$ cat src/rtl/ptes_pkg.sv
`timescale 1ns / 1ps
// ----------------------------------------------------------------------------
// ptes_pkg
// Shared types, codes and helpers of the priority timed event scheduler.
// ----------------------------------------------------------------------------
package ptes_pkg;

  // table geometry
  localparam int unsigned MaxHandlers = 16;
  localparam int unsigned CntW        = $clog2(MaxHandlers + 1);
  localparam int unsigned StepW       = $clog2(MaxHandlers);

  // field widths
  localparam int unsigned IdW   = 8;
  localparam int unsigned PrioW = 8;
  localparam int unsigned SecW  = 32;
  localparam int unsigned NsecW = 30;

  // reset value of the horizon register, one day in seconds
  localparam logic [SecW-1:0] HorizonReset = SecW'(24 * 60 * 60);

  // input opcodes
  localparam logic [2:0] OpClear    = 3'd0;
  localparam logic [2:0] OpAdd      = 3'd1;
  localparam logic [2:0] OpSetAct   = 3'd2;
  localparam logic [2:0] OpQuery    = 3'd3;
  localparam logic [2:0] OpDispatch = 3'd4;

  // result kinds
  localparam logic [2:0] KindDone    = 3'd0;
  localparam logic [2:0] KindFull    = 3'd1;
  localparam logic [2:0] KindTimeout = 3'd2;
  localparam logic [2:0] KindEmpty   = 3'd3;
  localparam logic [2:0] KindDue     = 3'd4;
  localparam logic [2:0] KindNone    = 3'd5;

  // one table entry
  typedef struct packed {
    logic [IdW-1:0]   id;
    logic [PrioW-1:0] prio;
    logic [SecW-1:0]  sec;
    logic [NsecW-1:0] nsec;
  } entry_t;

  // what every cell does this cycle
  typedef enum logic [1:0] {
    CELL_HOLD,
    CELL_INSERT,
    CELL_SET,
    CELL_ROTATE
  } cell_op_e;

  // command broadcast to the whole row
  typedef struct packed {
    cell_op_e op;
    entry_t   ent;
  } cell_cmd_t;

  // seconds first, then nanoseconds
  function automatic logic time_before(input logic [SecW-1:0]  a_sec,
                                       input logic [NsecW-1:0] a_nsec,
                                       input logic [SecW-1:0]  b_sec,
                                       input logic [NsecW-1:0] b_nsec);
    time_before = (a_sec < b_sec) || ((a_sec == b_sec) && (a_nsec < b_nsec));
  endfunction

endpackage

$ cat src/rtl/ptes_cell.sv
`timescale 1ns / 1ps
// ----------------------------------------------------------------------------
// ptes_cell
// One slot of the handler table: keeps, inserts, updates or rotates an entry.
// ----------------------------------------------------------------------------
module ptes_cell (
  input  logic                cell_clk_i,
  input  ptes_pkg::cell_cmd_t cmd_i,
  input  logic                valid_i,
  input  logic                pass_prev_i,
  input  ptes_pkg::entry_t    prev_i,
  input  ptes_pkg::entry_t    next_i,
  output ptes_pkg::entry_t    entry_o,
  output logic                pass_o
);

  ptes_pkg::entry_t ent_q, ent_d;

  // entry stays ahead of a new one of lower or equal priority
  assign pass_o  = valid_i && (ent_q.prio >= cmd_i.ent.prio);
  assign entry_o = ent_q;

  // next entry value
  always_comb begin
    ent_d = ent_q;
    case (cmd_i.op)
      ptes_pkg::CELL_INSERT: begin
        if (!pass_o) begin
          ent_d = pass_prev_i ? cmd_i.ent : prev_i;
        end
      end
      ptes_pkg::CELL_SET: begin
        if (valid_i && (ent_q.id == cmd_i.ent.id)) begin
          ent_d.sec  = cmd_i.ent.sec;
          ent_d.nsec = cmd_i.ent.nsec;
        end
      end
      ptes_pkg::CELL_ROTATE: begin
        ent_d = next_i;
      end
      default: begin
        ent_d = ent_q;
      end
    endcase
  end

  always_ff @(posedge cell_clk_i) begin
    ent_q <= ent_d;
  end

endmodule

$ cat src/rtl/priority_timed_event_scheduler_unit.sv
`timescale 1ns / 1ps
// ----------------------------------------------------------------------------
// priority_timed_event_scheduler_unit
// Handler table in priority order with activation times, timeout and dispatch.
// ----------------------------------------------------------------------------
// Usage:
//   One operation per input transaction (in_valid_i / in_stall_o): clear, add
//   handler, set activation, query next timeout, dispatch. Results leave on
//   the output channel (out_valid_o / out_stall_i), last_o marks the final
//   result of an operation. The horizon register is written over APB.
// Timing:
//   The table is a row of 16 cells. Clear, add and set activation give their
//   result from the exec state that follows acceptance. Query and dispatch
//   rotate the whole row once past the head cell, one entry a cycle while
//   dispatch is not paused for the receiver. One operation is in flight at a
//   time; in_stall_o is high until its last result is loaded into the output
//   register, which then may still wait for the receiver.
// Reset:
//   The table is empty and the horizon is one day. Entry contents are not
//   cleared, only the fill count.
// Stall:
//   A stalled result holds its value; dispatch pauses its rotation while a
//   further due handler cannot be handed over.
// ----------------------------------------------------------------------------
module priority_timed_event_scheduler_unit (
  input  logic        clk_i,
  input  logic        rst_ni,
  // input channel
  input  logic        in_valid_i,
  output logic        in_stall_o,
  input  logic [2:0]  opcode_i,
  input  logic [7:0]  handler_id_i,
  input  logic [7:0]  priority_req_i,
  input  logic [31:0] time_sec_i,
  input  logic [29:0] time_nsec_i,
  // output channel
  output logic        out_valid_o,
  input  logic        out_stall_i,
  output logic [2:0]  kind_o,
  output logic [7:0]  due_id_o,
  output logic [31:0] timeout_sec_o,
  output logic [29:0] timeout_nsec_o,
  output logic        last_o,
  // configuration
  input  logic        psel,
  input  logic        penable,
  input  logic        pwrite,
  input  logic [2:0]  paddr,
  input  logic [31:0] pwdata,
  output logic [31:0] prdata,
  output logic        pready
);

  localparam int unsigned N     = ptes_pkg::MaxHandlers;
  localparam int unsigned CntW  = ptes_pkg::CntW;
  localparam int unsigned StepW = ptes_pkg::StepW;

  localparam logic [1:0] StIdle = 2'd0;
  localparam logic [1:0] StExec = 2'd1;
  localparam logic [1:0] StScan = 2'd2;
  localparam logic [1:0] StFin  = 2'd3;

  logic [1:0]       state_q, state_d;
  logic [CntW-1:0]  count_q, count_d;
  logic [StepW-1:0] step_q, step_d;
  logic [31:0]      horizon_q;

  logic [2:0]       op_q;
  ptes_pkg::entry_t req_q;
  logic [31:0]      min_sec_q, min_sec_d;
  logic [29:0]      min_nsec_q, min_nsec_d;
  logic             pend_valid_q, pend_valid_d;
  logic [7:0]       pend_id_q, pend_id_d;

  logic             out_valid_q, out_valid_d;
  logic [2:0]       kind_q, kind_d;
  logic [7:0]       due_id_q, due_id_d;
  logic [31:0]      tsec_q, tsec_d;
  logic [29:0]      tnsec_q, tnsec_d;
  logic             last_q, last_d;
  logic             emit;

  ptes_pkg::cell_op_e  cell_op;
  ptes_pkg::cell_cmd_t cmd;
  ptes_pkg::entry_t    cell_ent [N];
  logic [N-1:0]        cell_pass;
  logic [N-1:0]        cell_valid;
  ptes_pkg::entry_t    head;

  logic        accept;
  logic        out_free;
  logic        active;
  logic        due;
  logic [32:0] cap_sum;
  logic        cfg_wr;

  // configuration port
  assign pready = 1'b1;
  assign cfg_wr = psel && penable && pwrite && (paddr[2] == 1'b0);
  assign prdata = (paddr[2] == 1'b0) ? horizon_q : 32'd0;

  always_ff @(posedge clk_i or negedge rst_ni) begin
    if (!rst_ni) begin
      horizon_q <= ptes_pkg::HorizonReset;
    end else if (cfg_wr) begin
      horizon_q <= pwdata;
    end
  end

  // handshakes
  assign in_stall_o  = (state_q != StIdle);
  assign accept      = in_valid_i && (state_q == StIdle);
  assign out_free    = !out_valid_q || !out_stall_i;
  assign out_valid_o = out_valid_q;
  assign kind_o         = kind_q;
  assign due_id_o       = due_id_q;
  assign timeout_sec_o  = tsec_q;
  assign timeout_nsec_o = tnsec_q;
  assign last_o         = last_q;

  // timeout cap: now plus horizon, seconds saturate
  assign cap_sum = {1'b0, time_sec_i} + {1'b0, horizon_q};

  // row of cells
  assign head = cell_ent[0];
  assign cmd  = {cell_op, req_q};

  for (genvar g = 0; g < N; g++) begin : g_cell
    assign cell_valid[g] = (count_q > CntW'(g));
    ptes_cell u_cell (
      .cell_clk_i  (clk_i),
      .cmd_i       (cmd),
      .valid_i     (cell_valid[g]),
      .pass_prev_i ((g == 0) ? 1'b1 : cell_pass[(g + N - 1) % N]),
      .prev_i      (cell_ent[(g + N - 1) % N]),
      .next_i      (cell_ent[(g + 1) % N]),
      .entry_o     (cell_ent[g]),
      .pass_o      (cell_pass[g])
    );
  end

  // scan qualifiers
  assign active = ({1'b0, step_q} < count_q);
  assign due    = active && ptes_pkg::time_before(head.sec, head.nsec,
                                                  req_q.sec, req_q.nsec);

  // sequencer
  always_comb begin
    state_d      = state_q;
    count_d      = count_q;
    step_d       = step_q;
    min_sec_d    = min_sec_q;
    min_nsec_d   = min_nsec_q;
    pend_valid_d = pend_valid_q;
    pend_id_d    = pend_id_q;
    cell_op      = ptes_pkg::CELL_HOLD;
    emit         = 1'b0;
    kind_d       = ptes_pkg::KindDone;
    due_id_d     = '0;
    tsec_d       = '0;
    tnsec_d      = '0;
    last_d       = 1'b1;

    case (state_q)
      StIdle: begin
        if (accept) begin
          state_d      = StExec;
          step_d       = '0;
          pend_valid_d = 1'b0;
          min_sec_d    = cap_sum[32] ? '1 : cap_sum[31:0];
          min_nsec_d   = time_nsec_i;
        end
      end
      StExec: begin
        case (op_q)
          ptes_pkg::OpClear: begin
            if (out_free) begin
              count_d = '0;
              emit    = 1'b1;
              state_d = StIdle;
            end
          end
          ptes_pkg::OpAdd: begin
            if (out_free) begin
              emit    = 1'b1;
              state_d = StIdle;
              if (count_q == CntW'(N)) begin
                kind_d = ptes_pkg::KindFull;
              end else begin
                cell_op = ptes_pkg::CELL_INSERT;
                count_d = count_q + CntW'(1);
              end
            end
          end
          ptes_pkg::OpSetAct: begin
            if (out_free) begin
              cell_op = ptes_pkg::CELL_SET;
              emit    = 1'b1;
              state_d = StIdle;
            end
          end
          ptes_pkg::OpQuery: begin
            if (count_q == '0) begin
              if (out_free) begin
                kind_d  = ptes_pkg::KindEmpty;
                emit    = 1'b1;
                state_d = StIdle;
              end
            end else begin
              state_d = StScan;
            end
          end
          ptes_pkg::OpDispatch: begin
            state_d = StScan;
          end
          default: begin
            if (out_free) begin
              emit    = 1'b1;
              state_d = StIdle;
            end
          end
        endcase
      end
      StScan: begin
        if (op_q == ptes_pkg::OpQuery) begin
          // running minimum over the head cell
          cell_op = ptes_pkg::CELL_ROTATE;
          if (active && ptes_pkg::time_before(head.sec, head.nsec,
                                              min_sec_q, min_nsec_q)) begin
            min_sec_d  = head.sec;
            min_nsec_d = head.nsec;
          end
          step_d = step_q + StepW'(1);
          if (step_q == StepW'(N - 1)) begin
            state_d = StFin;
          end
        end else if (!(due && pend_valid_q && !out_free)) begin
          // hold back one due handler so the final one can carry last
          cell_op = ptes_pkg::CELL_ROTATE;
          if (due) begin
            if (pend_valid_q) begin
              emit     = 1'b1;
              kind_d   = ptes_pkg::KindDue;
              due_id_d = pend_id_q;
              last_d   = 1'b0;
            end
            pend_valid_d = 1'b1;
            pend_id_d    = head.id;
          end
          step_d = step_q + StepW'(1);
          if (step_q == StepW'(N - 1)) begin
            state_d = StFin;
          end
        end
      end
      StFin: begin
        if (out_free) begin
          emit    = 1'b1;
          state_d = StIdle;
          if (op_q == ptes_pkg::OpQuery) begin
            kind_d = ptes_pkg::KindTimeout;
            if (ptes_pkg::time_before(min_sec_q, min_nsec_q,
                                      req_q.sec, req_q.nsec)) begin
              tsec_d  = req_q.sec;
              tnsec_d = req_q.nsec;
            end else begin
              tsec_d  = min_sec_q;
              tnsec_d = min_nsec_q;
            end
          end else if (pend_valid_q) begin
            kind_d   = ptes_pkg::KindDue;
            due_id_d = pend_id_q;
          end else begin
            kind_d = ptes_pkg::KindNone;
          end
        end
      end
      default: begin
        state_d = StIdle;
      end
    endcase
  end

  // output register valid
  always_comb begin
    if (emit) begin
      out_valid_d = 1'b1;
    end else if (!out_stall_i) begin
      out_valid_d = 1'b0;
    end else begin
      out_valid_d = out_valid_q;
    end
  end

  // control state
  always_ff @(posedge clk_i or negedge rst_ni) begin
    if (!rst_ni) begin
      state_q      <= StIdle;
      count_q      <= '0;
      step_q       <= '0;
      pend_valid_q <= 1'b0;
      out_valid_q  <= 1'b0;
    end else begin
      state_q      <= state_d;
      count_q      <= count_d;
      step_q       <= step_d;
      pend_valid_q <= pend_valid_d;
      out_valid_q  <= out_valid_d;
    end
  end

  // transaction and working payload
  always_ff @(posedge clk_i) begin
    if (accept) begin
      op_q      <= opcode_i;
      req_q.id   <= handler_id_i;
      req_q.prio <= priority_req_i;
      req_q.sec  <= time_sec_i;
      req_q.nsec <= time_nsec_i;
    end
    min_sec_q  <= min_sec_d;
    min_nsec_q <= min_nsec_d;
    pend_id_q  <= pend_id_d;
    if (emit) begin
      kind_q   <= kind_d;
      due_id_q <= due_id_d;
      tsec_q   <= tsec_d;
      tnsec_q  <= tnsec_d;
      last_q   <= last_d;
    end
  end

endmodule

$ cat config.mk
export PLATFORM = sky130hd
export DESIGN_NAME = priority_timed_event_scheduler_unit
export DESIGN_NICKNAME = d
export VERILOG_FILES = /design/src/rtl/ptes_pkg.sv /design/src/rtl/ptes_cell.sv /design/src/rtl/priority_timed_event_scheduler_unit.sv
export SDC_FILE = /design/constraint.sdc
export NUM_CORES = 2
export LEC_CHECK = 0
export BUFFER_PORTS_ARGS = -buffer_cell sky130_fd_sc_hd__buf_2
export CAP_MARGIN = 20
export CORE_MARGIN = 4
export CORE_UTILIZATION = 40
export CTS_BUF_LIST = sky130_fd_sc_hd__clkbuf_4 sky130_fd_sc_hd__clkbuf_8
export CTS_CLUSTER_DIAMETER = 50
export DETAILED_ROUTE_END_ITERATION = 7
export SKIP_LAST_GASP = 1
export SLEW_MARGIN = 30
export SYNTH_ARGS = -nofsm -noshare
export SYNTH_HDL_FRONTEND = slang
export SYNTH_SLANG_ARGS = --single-unit
$ cat constraint.sdc
create_clock -name clk_i -period 7.6 [get_ports clk_i]
set_input_delay 0.38 -clock clk_i [delete_from_list [all_inputs] [get_ports clk_i]]
set_output_delay 0.38 -clock clk_i [all_outputs]
set_load 0.02 [all_outputs]
**Word-level counts from Yosys, hierarchy flattened**

Cells that the tools add are included.

- Memory bits (read-only): 0
- Logic and storage cells: 452
- Bits in latches: 0
- Memories kept: 0
- Register bits after elaboration: 1518
- RAM bits: 0
- Input bits: 123
- Output and inout port bits: 109

- Bitwise gates (word level): 5
- Equality and inequality tests: 74
- $lt $le $gt $ge: 39
- Muxes and demuxes: 150
- Reduce and logical (&&, ||, !) cells: 98
- Shift-type cells: 0
- Div/mod/pow operators: 0
- Multiply operators: 0
- Add/sub/neg operators: 3

Operators by type and width:

| cell | count |
|---|---|
| $pmux W62 S3 | 16 |
| $mux W78 | 31 |
| $mux W62 | 16 |
| $pmux W16 S2 | 16 |
| $mux W32 | 6 |
| $eq A8 B8 Y1 | 16 |
| $ge A8 B8 Y1 | 16 |
| $mux W30 | 4 |
| $eq A32 B32 Y1 | 3 |
| $lt A32 B32 Y1 | 3 |
| $lt A30 B30 Y1 | 3 |
| $pmux W32 S2 | 1 |
| $pmux W30 S2 | 1 |
| $reduce_and A3 Y1 | 18 |
| $ne A2 B2 Y1 const B | 25 |
| $mux W8 | 6 |
| $logic_and A1 B1 Y1 | 43 |
| $gt A5 B4 Y1 const B | 8 |
| $ne A2 B1 Y1 const B | 17 |
| $reduce_and A2 Y1 | 17 |
| $add A32 B32 Y33 | 1 |
| $mux W2 | 11 |
| $gt A5 B3 Y1 const B | 4 |
| $mux W1 | 18 |
| other kinds (35) | 69 |

**Logic depth before layout (Yosys ltp)**

- Depth after elaboration: 12
- Gate-level depth with buffers: 16
- Gate-level depth less buffers: 12

**By module**

Synthesis repeated with hierarchy kept, for this count alone.

- Cell total of the unflattened synthesis: 8833
- Area, all modules: 96196.0 µm²

Modules (own cells, without submodules):

| module | cells an instance | instances | area an instance (µm²) | seq. area each (µm²) |
|---|---|---|---|---|
| ptes_cell at g_cell[1].u_cell ... | 456 | 9 | 4923.5 | 2342.2 |
| ptes_cell at g_cell[0].u_cell ... | 454 | 7 | 4956.0 | 2342.2 |
| priority_timed_event_scheduler_unit | 1551 | 1 | 17192.7 | 7888.8 |

**Worst setup path before layout**

No wires, ideal clock.

- Path kind: flip-flop to flip-flop
- Start: register req_q, in the netlist cmd[27]
- End: register g_cell[0].u_cell.ent_q, in the netlist g_cell[0].u_cell.entry_o[0] (enable)
- Arrival time: 7469 ps
- Setup slack: -444 ps
- Path buffers: 1
- Setup time: 575 ps
- Stages on the path, launching flop included: 13
- Path through: edfxtp_1 > clkbuf_1 > inv_1 > ha_1 > nand3_1 > nor4_2 > nand2_1 > a211o_1 > a31oi_2 > nor4_4 > nor2_1 > o311ai_0 > a211oi_1

- Cells in the longest elaborated chain, start to end: 12
- Elaborated cells on any way between the ends: 16

Ends and longest elaborated chain:

| item | line | RTL |
|---|---|---|
| from (decl) | priority_timed_event_scheduler_unit.sv:69 | `ptes_pkg::entry_t req_q;` |
| $lt A30 B30 Y1 * | ptes_pkg.sv:64 | `time_before = (a_sec < b_sec) \|\| ((a_sec == b_sec) && (a_nsec < b_nsec));` |
| $logic_and A1 B1 Y1 * | ptes_pkg.sv:64 |  |
| $logic_or A1 B1 Y1 * | ptes_pkg.sv:64 |  |
| $logic_and A1 B1 Y1 * | priority_timed_event_scheduler_unit.sv:144 | `assign due = active && ptes_pkg::time_before(head.sec, head.nsec,` |
| $logic_and A1 B1 Y1 * (2 in series) | priority_timed_event_scheduler_unit.sv:237 | `end else if (!(due && pend_valid_q && !out_free)) begin` |
| $mux W2 * | priority_timed_event_scheduler_unit.sv:237 |  |
| $mux W2 * | priority_timed_event_scheduler_unit.sv:225 | `if (op_q == ptes_pkg::OpQuery) begin` |
| $pmux W2 S2 * | priority_timed_event_scheduler_unit.sv:164 | `case (state_q)` |
| $eq A2 B1 Y1 or $eq A2 B2 Y1 (tied branches) | ptes_cell.sv:26 | `case (cmd_i.op)` |
| $ne A2 B2 Y1 (no source line) (tied with other cells) | - |  |
| $reduce_and A3 Y1 (no source line) * | - |  |
| to (signal assigned) | ptes_cell.sv:48 | `ent_q <= ent_d;` |
| to (decl) | ptes_cell.sv:17 | `ptes_pkg::entry_t ent_q, ent_d;` |

Mark *: on every way between the ends. The rest lies on a longest branch, timed or not.
A chain may end at the register's enable or synchronous reset.

**Worst setup path in the final report**

- Start: register req_q, in the netlist cmd[26]
- End: register g_cell[5].u_cell.ent_q, in the netlist g_cell[5].u_cell.entry_o[61] (enable)

- Cells in the longest elaborated chain, start to end: 12
- Elaborated cells on any way between the ends: 16

Ends and longest elaborated chain:

| item | line |
|---|---|
| $lt A30 B30 Y1 * | ptes_pkg.sv:64 |
| $logic_and A1 B1 Y1 * | ptes_pkg.sv:64 |
| $logic_or A1 B1 Y1 * | ptes_pkg.sv:64 |
| $logic_and A1 B1 Y1 * | priority_timed_event_scheduler_unit.sv:144 |
| $logic_and A1 B1 Y1 * (2 in series) | priority_timed_event_scheduler_unit.sv:237 |
| $mux W2 * | priority_timed_event_scheduler_unit.sv:237 |
| $mux W2 * | priority_timed_event_scheduler_unit.sv:225 |
| $pmux W2 S2 * | priority_timed_event_scheduler_unit.sv:164 |
| $eq A2 B1 Y1 or $eq A2 B2 Y1 (tied branches) | ptes_cell.sv:26 |
| $ne A2 B2 Y1 (no source line) (tied with other cells) | - |
| $reduce_and A3 Y1 (no source line) * | - |
| to (signal assigned) | ptes_cell.sv:48 |
| to (decl) | ptes_cell.sv:17 |

Marked as above.

==> flow_metrics.env <==
export IMPL_status="complete, no violations"
export IMPL_synth_cell_types=80
export IMPL_netlist_area_um2=82600
export IMPL_initial_core_util_pct=40.3
export IMPL_synth_fp_nets=7474
export IMPL_worst_pin_slew_ns=1.06
export IMPL_min_path_type="input port to register"
export IMPL_setup_viol=0
export IMPL_dp_slack_ns=1.35
export IMPL_maxCapViolCount=0
export IMPL_cts_tree="done"
export IMPL_crit_chain="inv_1 -> ha_1 -> nand3_1 -> nor4_2 -> nand2_1 -> a211o_1 -> a31oi_2 -> nor4_4 -> nor2_1 -> o211ai_1 -> buf_4 -> a22oi_2 -> buf_4"
export IMPL_max_vdd_ir_drop_mv=0.400
export IMPL_overflow=0
export IMPL_fin_ws_ns=1.32
export IMPL_synthSimpleGateAreaFrac_pct=13.4
export IMPL_fin_crit_ns=6.28
export IMPL_crit_family="compound AO/OA/AOI/OAI gates"
export IMPL_clock_sinks=1518
export IMPL_avgSynthCellArea_um2=11.8
export IMPL_criticalPathCategory="register to register"
export IMPL_cts_clk_slew_worst_paths_ns=0.06
export IMPL_sequentialPowerShare_pct=39.2
export IMPL_fin_crit_sh_pct=82.6
export IMPL_setup_tns_ns=0
export IMPL_synth_top_area_cell="edfxtp_1"
export IMPL_path_common_cell="buf_4"
export IMPL_track_usage_pct=26.1
export IMPL_yosysMostFrequentCell="edfxtp_1"
export IMPL_first_pass_iters=6
export IMPL_critical_path_slowest_cell="a22oi_2"
export IMPL_synthCells=6993
export IMPL_place_congestion=0.886
export IMPL_fillers=18400
export IMPL_crit_buf_inv=3
export IMPL_synthTopCellsByCount="1473 x edfxtp_1, 944 x and3_1, 932 x a221o_1"
export IMPL_comb_power_share_pct=37.3
export IMPL_p_clk_share_pct=23.5
export IMPL_hpwl_um=165000
export IMPL_vias_per_cell=6.50
export IMPL_dieHeight_um=462
export IMPL_final_cell_area_um2=92800
export IMPL_route_detailed_drc=0
export IMPL_cp_slowest_stage_delay_ns=0.76
export IMPL_htree_num_levels=5
export IMPL_core_area_um2=205000
export IMPL_die_area_um2=214000
export IMPL_ys_ff_latch=1518
export IMPL_yosysSeqAreaShare_pct=54.9
export IMPL_vias=65100
export IMPL_clock_latency_ns=1.07
export IMPL_die_w_um=462
export IMPL_clk_root_buffer_cell="clkbuf_8"
export IMPL_cp_max_fo=27
export IMPL_layout_drive_gt1_share_pct=13.0
export IMPL_switching_share_pct=38.7
export IMPL_power_density_nw_per_um2=356
export IMPL_drv_slew=0
export IMPL_cp_end_kind="register"
export IMPL_maxClockFrequency_mhz=159
export IMPL_rows=166
export IMPL_drt_iter0_markers=10000
export IMPL_io_pins=232
export IMPL_synthMuxAreaShare_pct=1.81
export IMPL_nets=7615
export IMPL_synth_enable_flop_cells=1473
export IMPL_p_switching_uw=12800
export IMPL_rsz0062_at_grt="no"
export IMPL_yosysTopAreaCellShare_pct=53.5
export IMPL_relSlewSlack_pct=28.9
export IMPL_grt_max_degree=302
export IMPL_crit_arrival_ns=6.96
export IMPL_numCtsBuffers=283
export IMPL_synth_compound_area_share_pct=18.2
export IMPL_power_leakage_uw=0.0372
export IMPL_grt_pass1_wl_um=426000
export IMPL_skew_ns=0.0965
export IMPL_dp_cells=9401
export IMPL_worstPathRequired_ns=8.28
export IMPL_synth_top_family_by_area="compound AO/OA/AOI/OAI gates"
export IMPL_ant_nets=0
export IMPL_yosys_warnings=0
export IMPL_p_int_uw=20200
export IMPL_ys_top_cells_by_area="edfxtp_1 54%, a221o_1 11%, and3_1 7.1%"
export IMPL_yosys_area_share_xor_xnor_pct=1.63
export IMPL_clock_path_buffers=4
export IMPL_syn_to_final_growth_pct=12.4
export IMPL_startpoint_type="register"
export IMPL_drt_wl_total_um=293000
export IMPL_layout_cells_non_filler=10000
export IMPL_async_reset_ff_share_pct=2.96
export IMPL_routedWlPerCell_um=29.2
export IMPL_power_uw=33000
export IMPL_final_hold_violation_count=0
export IMPL_antenna_found_initial=11
export IMPL_place_area_um2=86200
export IMPL_grt_pass1_vias=62900
export IMPL_yosys_area_share_adder_pct=5.43
export IMPL_io_buffers=228
export IMPL_yosys_most_used_dff="edfxtp_1"
## power by group through the flow
stage	sequential, uW	combinational, uW	clock (uW)
finish	13000	12300	7750
floorplan	12700	7660	0
detailed placement	13100	11900	0
CTS	12900	12000	7860
global route	13100	13000	8250
global placement	13100	11600	0
## final cells by class
type | instances | area (um2) | share of cell area, %
Antenna cell | 9 | 22.5 | 0.0243
Clock buffer | 381 | 4710 | 5.07
Clock inverter | 86 | 477 | 0.514
Inverter | 207 | 779 | 0.840
Multi-Input combinational cell | 4605 | 33900 | 36.5
Sequential cell | 1518 | 45400 | 48.9
Tap cell | 2688 | 3360 | 3.62
Timing Repair Buffer | 519 | 4250 | 4.58
## registers in the layout (all words and copies together), names as in the netlist, 30 cells and up
name and cells:
g_cell.u_cell.entry_o 1248, cmd 78, horizon_q 32, min_sec_q 32
timeout_sec_o 32, min_nsec_q 30, timeout_nsec_o 30
## routing by layer
metal / vias to the layer above / global-route usage (%) / part of all wire, %
met3: 703 / 6.98 / 12
met2: 4347 / 38.7 / 44
li1: 28000 / - / -
met5: - / 0 / 0.0044
met4: 2 / 10.0 / 3.9
met1: 32000 / 36.5 / 40
## final timing paths
kind	startpoint	endpoint	slack [ns]	depth (start not counted)
worst max-delay path	cmd[26]	g_cell[5].u_cell.entry_o[61]	1.32	13
worst min-delay path	time_nsec_i[2]	cmd[2]	0.09	2
worst min register to register	g_cell[15].u_cell.entry_o[1]	g_cell[14].u_cell.entry_o[1]	0.50	1
min in group asynchronous	rst_ni	horizon_q[28]	0.57	4
worst max register to register	cmd[26]	g_cell[5].u_cell.entry_o[61]	1.32	13
max in group asynchronous	rst_ni	state_q[0]	6.52	4
## layout by cell type, fill, tap and decap left out, types with 44 or more instances in the layout
master         instances
edfxtp_1            1473
and3_1               942
a221o_1              932
nand2_1              542
ha_1                 356
clkbuf_8             295
o21ai_0              285
nor2_1               240
buf_2                228
inv_1                196
a21oi_1              163
a31oi_1              153
dlygate4sd3_1        132
a21o_1               116
buf_4                110
nand3_1               90
clkbuf_4              86
mux2i_1               80
xnor2_1               79
xor2_1                75
nand4_1               62
mux2_2                62
clkinv_1              61
a21boi_0              59
nor2b_1               45
nor3_1                44
## kinds of logic after synthesis
family,after synthesis
compound gates,1856
xor+xnor,154
fa+ha+maj,358
buf+inv,870
flops,1518
mux,142
other cells,1
simple gates,2094
## through the flow
step / hold WS [ns] / utilization, %
final: 0.0923 / 45.3
after global routing: 0.0514 / 45.3
after CTS: 0.00303 / 45.2
after detailed placement: 0.512 / 42.0
after global placement: 0.505 / 42.0
after floorplan: 0.0844 / -
## what timing repair did
action,in CTS,in global routing
hold endpoints to repair,208,0
resized for setup,0,0
buffers inserted,0,0
hold buffers,132,0
No activity file was read; power rests on OpenSTA's default activity.
